$ cat src/hw/rtl/pol_pkg.sv
// ----------------------------------------------------------------------------
// pol_pkg: shared types and constants for the positional ordered list
// Item formats, request kind codes, cell commands and controller states.
// ----------------------------------------------------------------------------
package pol_pkg;

   localparam int DEFAULT_DEPTH = 16;

   // Widest cell index and list length over the supported depth range.
   localparam int IDX_MAX_W = 8;
   localparam int LEN_MAX_W = 9;

   localparam logic [2:0] KIND_INSERT = 3'd0;
   localparam logic [2:0] KIND_REMOVE = 3'd1;
   localparam logic [2:0] KIND_GET    = 3'd2;
   localparam logic [2:0] KIND_SET    = 3'd3;
   localparam logic [2:0] KIND_FIND   = 3'd4;
   localparam logic [2:0] KIND_CLEAR  = 3'd5;

   typedef struct packed {
      logic [2:0]         kind;
      logic [4:0]         position;
      logic signed [31:0] new_value;
   } req_item_type;

   typedef struct packed {
      logic               ok;
      logic signed [31:0] read_value;
      logic [3:0]         found_position;
      logic [4:0]         list_length;
   } rsp_item_type;

   typedef enum logic [2:0] {
      CELL_HOLD,
      CELL_INSERT,
      CELL_REMOVE,
      CELL_SET,
      CELL_PROBE_GET,
      CELL_PROBE_FIND,
      CELL_SCAN
   } cell_cmd_type;

   typedef struct packed {
      cell_cmd_type           cmd;
      logic [4:0]             position;
      logic [31:0]            value;
      logic [LEN_MAX_W-1:0]   length;
   } cell_ctrl_type;

   typedef struct packed {
      logic                 found;
      logic [31:0]          value;
      logic [IDX_MAX_W-1:0] index;
   } carry_type;

   typedef enum logic [1:0] {
      ST_IDLE,
      ST_SCAN,
      ST_FINISH
   } fsm_state_type;

endpackage

$ cat src/hw/rtl/positional_ordered_list.sv
// ----------------------------------------------------------------------------
// positional_ordered_list: ordered list of signed 32-bit values
// A chain of DEPTH cells with insert, remove, get, set, find and clear.
// ----------------------------------------------------------------------------
// Insert, remove, set, clear and unused kinds load the result register when accepted, and such
// items can be accepted back to back while the result register drains. For get
// and find, every cell checks itself in the accept cycle, then the first hit
// ripples up the cell chain one cell per cycle, and the result is registered
// in the finish state once the result register is free. No item is accepted
// while a lookup is in progress. There is no clearing pass after reset;
// entries at or above the current length are never read.
module positional_ordered_list #(
   parameter int DEPTH = pol_pkg::DEFAULT_DEPTH
) (
   input  logic                  clock,
   input  logic                  reset,
   input  logic                  req_valid,
   output logic                  req_stall,
   input  pol_pkg::req_item_type req_item,
   output logic                  rsp_valid,
   input  logic                  rsp_stall,
   output pol_pkg::rsp_item_type rsp_item
);
   import pol_pkg::*;

   localparam int LEN_W = $clog2(DEPTH + 1);
   localparam int CNT_W = $clog2(DEPTH);

   fsm_state_type   state_ff, state_in;
   logic [LEN_W-1:0] len_ff, len_in;
   logic [CNT_W-1:0] cnt_ff, cnt_in;
   logic            find_ff, find_in;
   logic            rsp_valid_ff, rsp_valid_in;
   rsp_item_type    rsp_item_ff, rsp_item_in;

   cell_ctrl_type   ctl;
   logic [31:0]     entry_q [DEPTH];
   carry_type       carry_q [DEPTH];

   logic            req_accept;
   logic            rsp_free;
   logic            scan_done;
   logic            finish_load;
   logic [31:0]     pos_w, len_w, len_in_w, depth_w;
   logic            ins_ok, in_range;
   carry_type       top_carry;

   assign pos_w      = 32'(req_item.position);
   assign len_w      = 32'(len_ff);
   assign len_in_w   = 32'(len_in);
   assign depth_w    = 32'(DEPTH);
   assign ins_ok     = (pos_w <= len_w) && (len_w < depth_w);
   assign in_range   = pos_w < len_w;
   assign rsp_free   = !rsp_valid_ff || !rsp_stall;
   assign req_accept = req_valid && !req_stall;
   assign scan_done  = cnt_ff == CNT_W'(DEPTH - 1);
   assign top_carry  = carry_q[DEPTH-1];

   // Controller outputs.
   always_comb begin
      req_stall    = 1'b1;
      finish_load  = 1'b0;
      ctl.cmd      = CELL_HOLD;
      ctl.position = req_item.position;
      ctl.value    = req_item.new_value;
      ctl.length   = LEN_MAX_W'(len_ff);
      case (state_ff)
         ST_IDLE: begin
            req_stall = rsp_valid_ff && rsp_stall;
            if (req_valid && !req_stall) begin
               case (req_item.kind)
                  KIND_INSERT: ctl.cmd = ins_ok ? CELL_INSERT : CELL_HOLD;
                  KIND_REMOVE: ctl.cmd = in_range ? CELL_REMOVE : CELL_HOLD;
                  KIND_SET:    ctl.cmd = in_range ? CELL_SET : CELL_HOLD;
                  KIND_GET:    ctl.cmd = CELL_PROBE_GET;
                  KIND_FIND:   ctl.cmd = CELL_PROBE_FIND;
                  default:     ctl.cmd = CELL_HOLD;
               endcase
            end
         end
         ST_SCAN: begin
            ctl.cmd = CELL_SCAN;
         end
         ST_FINISH: begin
            finish_load = rsp_free;
         end
         default: begin
         end
      endcase
   end

   // Controller next state.
   always_comb begin
      state_in = state_ff;
      case (state_ff)
         ST_IDLE: begin
            if (req_accept &&
                (req_item.kind == KIND_GET || req_item.kind == KIND_FIND)) begin
               state_in = ST_SCAN;
            end
         end
         ST_SCAN: begin
            if (scan_done) begin
               state_in = ST_FINISH;
            end
         end
         ST_FINISH: begin
            if (rsp_free) begin
               state_in = ST_IDLE;
            end
         end
         default: state_in = ST_IDLE;
      endcase
   end

   // Length, scan counter and result register.
   always_comb begin
      logic imm_load;
      logic imm_ok;

      len_in       = len_ff;
      find_in      = find_ff;
      cnt_in       = cnt_ff;
      imm_load     = 1'b0;
      imm_ok       = 1'b0;
      rsp_valid_in = rsp_valid_ff;
      rsp_item_in  = rsp_item_ff;

      if (state_ff == ST_SCAN) begin
         cnt_in = cnt_ff + 1'b1;
      end

      if (state_ff == ST_IDLE && req_accept) begin
         cnt_in   = '0;
         imm_load = 1'b1;
         case (req_item.kind)
            KIND_INSERT: begin
               imm_ok = ins_ok;
               if (ins_ok) begin
                  len_in = len_ff + 1'b1;
               end
            end
            KIND_REMOVE: begin
               imm_ok = in_range;
               if (in_range) begin
                  len_in = len_ff - 1'b1;
               end
            end
            KIND_SET: begin
               imm_ok = in_range;
            end
            KIND_CLEAR: begin
               imm_ok = 1'b1;
               len_in = '0;
            end
            KIND_GET: begin
               imm_load = 1'b0;
               find_in  = 1'b0;
            end
            KIND_FIND: begin
               imm_load = 1'b0;
               find_in  = 1'b1;
            end
            default: begin
            end
         endcase
      end

      if (imm_load) begin
         rsp_valid_in               = 1'b1;
         rsp_item_in.ok             = imm_ok;
         rsp_item_in.read_value     = '0;
         rsp_item_in.found_position = '0;
         rsp_item_in.list_length    = len_in_w[4:0];
      end else if (finish_load) begin
         rsp_valid_in               = 1'b1;
         rsp_item_in.ok             = top_carry.found;
         rsp_item_in.read_value     = '0;
         rsp_item_in.found_position = '0;
         rsp_item_in.list_length    = len_w[4:0];
         if (top_carry.found) begin
            if (find_ff) begin
               rsp_item_in.found_position = top_carry.index[3:0];
            end else begin
               rsp_item_in.read_value = top_carry.value;
            end
         end
      end else if (rsp_valid_ff && !rsp_stall) begin
         rsp_valid_in = 1'b0;
      end
   end

   always_ff @(posedge clock) begin
      rsp_item_ff <= rsp_item_in;
      cnt_ff      <= cnt_in;
      find_ff     <= find_in;
      if (reset) begin
         state_ff     <= ST_IDLE;
         len_ff       <= '0;
         rsp_valid_ff <= 1'b0;
      end else begin
         state_ff     <= state_in;
         len_ff       <= len_in;
         rsp_valid_ff <= rsp_valid_in;
      end
   end

   assign rsp_valid = rsp_valid_ff;
   assign rsp_item  = rsp_item_ff;

   for (genvar i = 0; i < DEPTH; i++) begin : g_cell
      logic [31:0] prev_e;
      logic [31:0] next_e;
      carry_type   prev_c;

      if (i == 0) begin : g_first
         assign prev_e = '0;
         assign prev_c = '0;
      end else begin : g_inner
         assign prev_e = entry_q[i-1];
         assign prev_c = carry_q[i-1];
      end

      if (i == DEPTH - 1) begin : g_last
         assign next_e = '0;
      end else begin : g_lower
         assign next_e = entry_q[i+1];
      end

      pol_cell #(
         .INDEX (i)
      ) u_cell (
         .clock      (clock),
         .reset      (reset),
         .ctl        (ctl),
         .prev_entry (prev_e),
         .next_entry (next_e),
         .prev_carry (prev_c),
         .entry      (entry_q[i]),
         .carry      (carry_q[i])
      );
   end

   // The list never holds more than DEPTH entries.
   a_len_bound: assert property (@(posedge clock) disable iff (reset)
      len_w <= depth_w)
      else $error("list length exceeds depth");

   // No item is taken while a lookup is rippling through the chain.
   a_busy_stall: assert property (@(posedge clock) disable iff (reset)
      state_ff != ST_IDLE |-> req_stall)
      else $error("item accepted during a lookup");

   // The length only changes when an item is accepted.
   a_len_stable: assert property (@(posedge clock) disable iff (reset)
      !req_accept |=> $stable(len_ff))
      else $error("length changed without an item");

   // A lookup result is only loaded once the ripple has covered every cell.
   a_finish_order: assert property (@(posedge clock) disable iff (reset)
      state_ff == ST_FINISH |-> $past(state_ff) == ST_SCAN || $past(state_ff) == ST_FINISH)
      else $error("lookup finished without a full scan");

endmodule

$ cat src/hw/rtl/pol_cell.sv
// ----------------------------------------------------------------------------
// pol_cell: one list entry
// Holds one entry, shifts with its neighbors on insert and remove, and passes
// the first hit of a lookup up the chain one cell per cycle.
// ----------------------------------------------------------------------------
module pol_cell #(
   parameter int INDEX = 0
) (
   input  logic                  clock,
   input  logic                  reset,
   input  pol_pkg::cell_ctrl_type ctl,
   input  logic [31:0]           prev_entry,
   input  logic [31:0]           next_entry,
   input  pol_pkg::carry_type    prev_carry,
   output logic [31:0]           entry,
   output pol_pkg::carry_type    carry
);
   import pol_pkg::*;

   logic [31:0] entry_ff, entry_in;
   logic        hit_ff, hit_in;
   carry_type   carry_ff, carry_in;
   logic [31:0] idx_w, pos_w, len_w;

   assign idx_w = 32'(INDEX);
   assign pos_w = 32'(ctl.position);
   assign len_w = 32'(ctl.length);

   always_comb begin
      entry_in = entry_ff;
      hit_in   = hit_ff;
      carry_in = carry_ff;
      case (ctl.cmd)
         CELL_INSERT: begin
            if (idx_w > pos_w) begin
               entry_in = prev_entry;
            end else if (idx_w == pos_w) begin
               entry_in = ctl.value;
            end
         end
         CELL_REMOVE: begin
            if (idx_w >= pos_w) begin
               entry_in = next_entry;
            end
         end
         CELL_SET: begin
            if (idx_w == pos_w) begin
               entry_in = ctl.value;
            end
         end
         CELL_PROBE_GET: begin
            hit_in         = (idx_w == pos_w) && (idx_w < len_w);
            carry_in.found = 1'b0;
         end
         CELL_PROBE_FIND: begin
            hit_in         = (idx_w < len_w) && (entry_ff == ctl.value);
            carry_in.found = 1'b0;
         end
         CELL_SCAN: begin
            // A hit further down the chain has priority over this cell.
            if (prev_carry.found) begin
               carry_in = prev_carry;
            end else if (hit_ff) begin
               carry_in.found = 1'b1;
               carry_in.value = entry_ff;
               carry_in.index = IDX_MAX_W'(INDEX);
            end else begin
               carry_in.found = 1'b0;
            end
         end
         default: begin
         end
      endcase
   end

   always_ff @(posedge clock) begin
      entry_ff       <= entry_in;
      carry_ff.value <= carry_in.value;
      carry_ff.index <= carry_in.index;
      if (reset) begin
         hit_ff         <= 1'b0;
         carry_ff.found <= 1'b0;
      end else begin
         hit_ff         <= hit_in;
         carry_ff.found <= carry_in.found;
      end
   end

   assign entry = entry_ff;
   assign carry = carry_ff;

endmodule
$ cat config.mk
export PLATFORM = sky130hd
export DESIGN_NAME = positional_ordered_list
export DESIGN_NICKNAME = d
export VERILOG_FILES = /design/src/hw/rtl/pol_pkg.sv /design/src/hw/rtl/positional_ordered_list.sv /design/src/hw/rtl/pol_cell.sv
export SDC_FILE = /design/constraint.sdc
export NUM_CORES = 2
export LEC_CHECK = 0
export BUFFER_PORTS_ARGS = -buffer_cell sky130_fd_sc_hd__buf_2
export CAP_MARGIN = 25
export CORE_ASPECT_RATIO = 1.5
export CORE_MARGIN = 2
export CORE_UTILIZATION = 60
export CTS_CLUSTER_DIAMETER = 30
export DETAILED_ROUTE_END_ITERATION = 10
export GPL_ROUTABILITY_DRIVEN = 0
export PLACE_DENSITY_LB_ADDON = 0.25
export SETUP_SLACK_MARGIN = 0.3
export SLEW_MARGIN = 30
export SYNTH_ARGS = -nofsm -noshare
export SYNTH_HDL_FRONTEND = slang
export SYNTH_SLANG_ARGS = --single-unit
$ cat constraint.sdc
create_clock -name clock -period 5.95 [get_ports clock]
set_clock_uncertainty 0.1 [all_clocks]
set_input_delay 0.2975 -clock clock [delete_from_list [all_inputs] [get_ports clock]]
set_output_delay 0.2975 -clock clock [all_outputs]
set_load 0.02 [all_outputs]
==> impl_results.md <==
- Share of total power in the clock network: 50.6%
- End of the worst hold path: find_ff$_DFFE_PP_
- WP data required: 6.33 ns
- Critical Path AT: 4.89 ns
- CTS tree: yes
- Die Ht: 399 µm
- Setup TNS: 0 ns
- Hold_buf cts: 7
- Clock Sinks: 1160
- GRT Residual Overflow: 0
- Outcome: finished, final reports clean
- Reg clk slew, reported paths: 0.06 ns
- Power Internal: 17000 µW
- Initial Util: 60.6%
- Residual DRC: 0
- Largest net degree at the start of global routing: 138
- FMAX: 0.222 GHz
- Slew headroom: 28.1%
- Crit end category: flip-flop
- Num CTS Buffers: 181
- CP Class: reg -> reg
- Register share of total power: 41.5%
- FF+latch area: 34000 µm²
- Most used DFF post-synth: edfxtp_1
- RSZ-0062 raised after global routing: no
- Clk root buf: clkbuf_16
- Sw Pwr: 5510 µW
- Final Hold Vio Count: 0
- Vias per cell: 6.86
- Cell Area, Synth: 62400 µm²
- Max-slew violation total from the final report: 0
- Core ar.: 103000 µm²
- Clock Path Buffers: 3
- Clk_lat worst skew: 0.80 ns
- # port buffers: 87
- Avg Synthesized Cell Area: 12.4 µm²
- DRT antenna net count: 0
- Worst hold margin: 0.0552 ns
- Origin of the worst min-delay path: req_item[37]
- Complex-gate fraction of the synthesized area: 11.8%
- Fin nets: 5032
- WL/cell: 31.0 µm
- Initial DRC Count: 5580
- Fin crit period: 4.51 ns
- Worst Path Max Fanout: 76
- Switch share: 24.5%
- Yosys top cell area share: 52.0%
- Initial antenna violation count: 24
- Number of synthesized flops with an enable pin: 1080
- HPWL after DPL: 143000 µm
- Die area: 107000 µm²
- Distinct cells, synth: 62
- Dominant cell type by area after synthesis: edfxtp_1
- Pwr/cell area: 316 nW/µm²
- Worst-Margin Slew: 1.07 ns
- GRT Overall Usage: 38.5%
- Syn-to-layout area delta: 14.3%
- Ys Warns: 0
- Cell row count: 144
- Area of the multi-input gates: 26900 µm²
- Die Width: 267 µm
- Maximum vdd drop: 300 µV
- FFs w/ async S/R, synth: 0%
- Synth Register Bits: 1160
- Postcts setup bufs: 0
- Final Cycle Share: 75.8%
- R2r setup slk: 1.44 ns
- Resized Gates After CTS: 0
- First-pass GRT wire length: 301000 µm
- Post-Syn Nets: 5081
- Reg2Reg Capture Point: g_cell[13].u_cell.entry[31]$_DFFE_PP_
- Simple-Gate Fraction of Synth Area: 5.80%
- Xor and xnor area share after synthesis: 7.25%
- Max Cap Viol: 0
- Commonest cells post-synth: edfxtp_1, mux2i_1, mux2_2
- Hold Path Stages: 4
- # setup viols final: 0
- Hold Crit Class: in -> reg
- Multiplexer share of the synthesized area: 17.3%
- Largest family of logic cells by synthesized area: multiplexers
- I/O pin total: 88
- Startpoint types: flip-flop
- Via count: 44800
- Power share of the combinational group: 7.8%
- FF-to-FF path depth: 9
- Critical R2R Launch: len_ff[4]$_SDFF_PP0_
- Synth Area in Adders: 0.181%
- Fillers: 7195
- Fraction of layout cells with a size suffix above 1: 21.9%
- Leakage: 0.0243 µW
- WL final: 203000 µm
- Detailed Routing Iterations Pass 1: 10
- Vias in the first global route: 44400
- Register area share after synthesis: 54.6%
- CTS H-Tree Depth: 4
- Top post-synthesis cells by area: edfxtp_1, mux2_2, mux2i_1
- Most frequent cell after synthesis: edfxtp_1
- Cell count after synthesis: 5028
==> metal layers <==
| layer | track usage, % | part of all wire (%) |
|---|---|---|
| met5 | 0.275 | 0.018 |
| met4 | 37.5 | 12 |
| met3 | 10.5 | 8.7 |
| met2 | 61.4 | 48 |
| met1 | 40.8 | 32 |
==> cell usage in the layout, fill, tap and decap left out, drive strengths merged, types with 5 or more instances in the layout <==
cell	netlist	routed
a31oi	10	10
nand2b	33	33
mux2	487	487
nor3	12	12
diode	0	19
nand3	119	119
dfxtp	80	80
a21oi	63	63
xnor2	353	353
a22o	36	36
bufinv	0	32
dlygate4sd3	0	7
and2	22	22
xor2	163	163
or3	9	9
nor4	65	65
clkinvlp	0	18
edfxtp	1080	1080
buf	133	233
mux2i	528	528
a22oi	340	340
clkinv	0	48
o31ai	36	36
nand2	220	220
inv	17	49
nand4	110	110
clkbuf	340	209
ha	9	9
o311ai	95	95
o21ai	407	407
nor2	108	108
or2	9	9
nor2b	9	9
and3	5	5
o211ai	98	98
==> metrics by stage <==
step                cell area [µm²]  total power, µW  instances  setup WS, ns  utilization, %
floorplan                     62400            10500       5028         0.651               -
global placement              64000            11100       6156          1.77            62.2
detailed placement            64500            11200       6173          1.67            62.7
CTS                           71100            22500       6518          1.59            69.1
global route                  71300            23000       6534          1.32            69.3
finish                        71300            22500       6540          1.44            69.3
==> how the worst max path moves through the flow <==
stage               slack, ns                                     to  cells after the start                 start
finish                   1.44  g_cell[13].u_cell.entry[31]$_DFFE_PP_                      9  len_ff[4]$_SDFF_PP0_
CTS                      1.59  g_cell[11].u_cell.entry[23]$_DFFE_PP_                     10  len_ff[4]$_SDFF_PP0_
floorplan                0.65   g_cell[10].u_cell.entry[0]$_DFFE_PP_                     10  len_ff[1]$_SDFF_PP0_
detailed placement       1.67  g_cell[11].u_cell.entry[14]$_DFFE_PP_                     10  len_ff[4]$_SDFF_PP0_
global placement         1.77  g_cell[11].u_cell.entry[23]$_DFFE_PP_                      8  len_ff[2]$_SDFF_PP0_
global route             1.32   g_cell[14].u_cell.entry[9]$_DFFE_PP_                      9  len_ff[4]$_SDFF_PP0_
==> power groups by stage <==
stage	clock (µW)	sequential (µW)	combinational, µW
6_report	11400	9350	1770
2_1_floorplan	0	9420	1100
3_3_place_gp	0	9500	1600
3_5_place_dp	0	9500	1660
4_1_cts	11400	9340	1680
5_1_grt	11800	9360	1850
==> worst max-delay path, cell delays in order (launching register included) <==
cell,delay (ns)
dfxtp_1,0.56
inv_1,0.19
ha_1,0.41
o211a_1,0.23
o31a_1,0.32
o21ai_0,0.25
o21ai_4,0.56
buf_4,0.53
buf_4,0.66
o311ai_0,0.29
==> cells by family (layout without fill, tap and decap cells) <==
logic type,Yosys count,count (layout)
flops,1160,1160
compound gates,1110,1110
mux,1015,1015
other cells,0,19
buf+inv,490,596
simple gates,728,728
fa+ha+maj,9,9
xor+xnor,516,516
==> sequential cells by signal, summed over array words and instances (netlist names) <==
signal / count
g_cell.u_cell.carry: 577
g_cell.u_cell.entry: 512
rsp_item: 42
g_cell.u_cell.hit_ff: 16
len_ff: 5
cnt_ff: 4
state_ff: 2
find_ff: 1
rsp_valid: 1
==> final cells by class <==
| cell class | instances | area share (%) |
|---|---|---|
| Antenna cell | 19 | 0.0667 |
| Clock buffer | 208 | 6.76 |
| Clock inverter | 130 | 2.46 |
| Inverter | 17 | 0.0895 |
| Multi-Input combinational cell | 3378 | 37.7 |
| Sequential cell | 1160 | 47.7 |
| Tap cell | 1387 | 2.43 |
| Timing Repair Buffer | 241 | 2.73 |
Note: power is estimated with default switching activity, not from simulation.
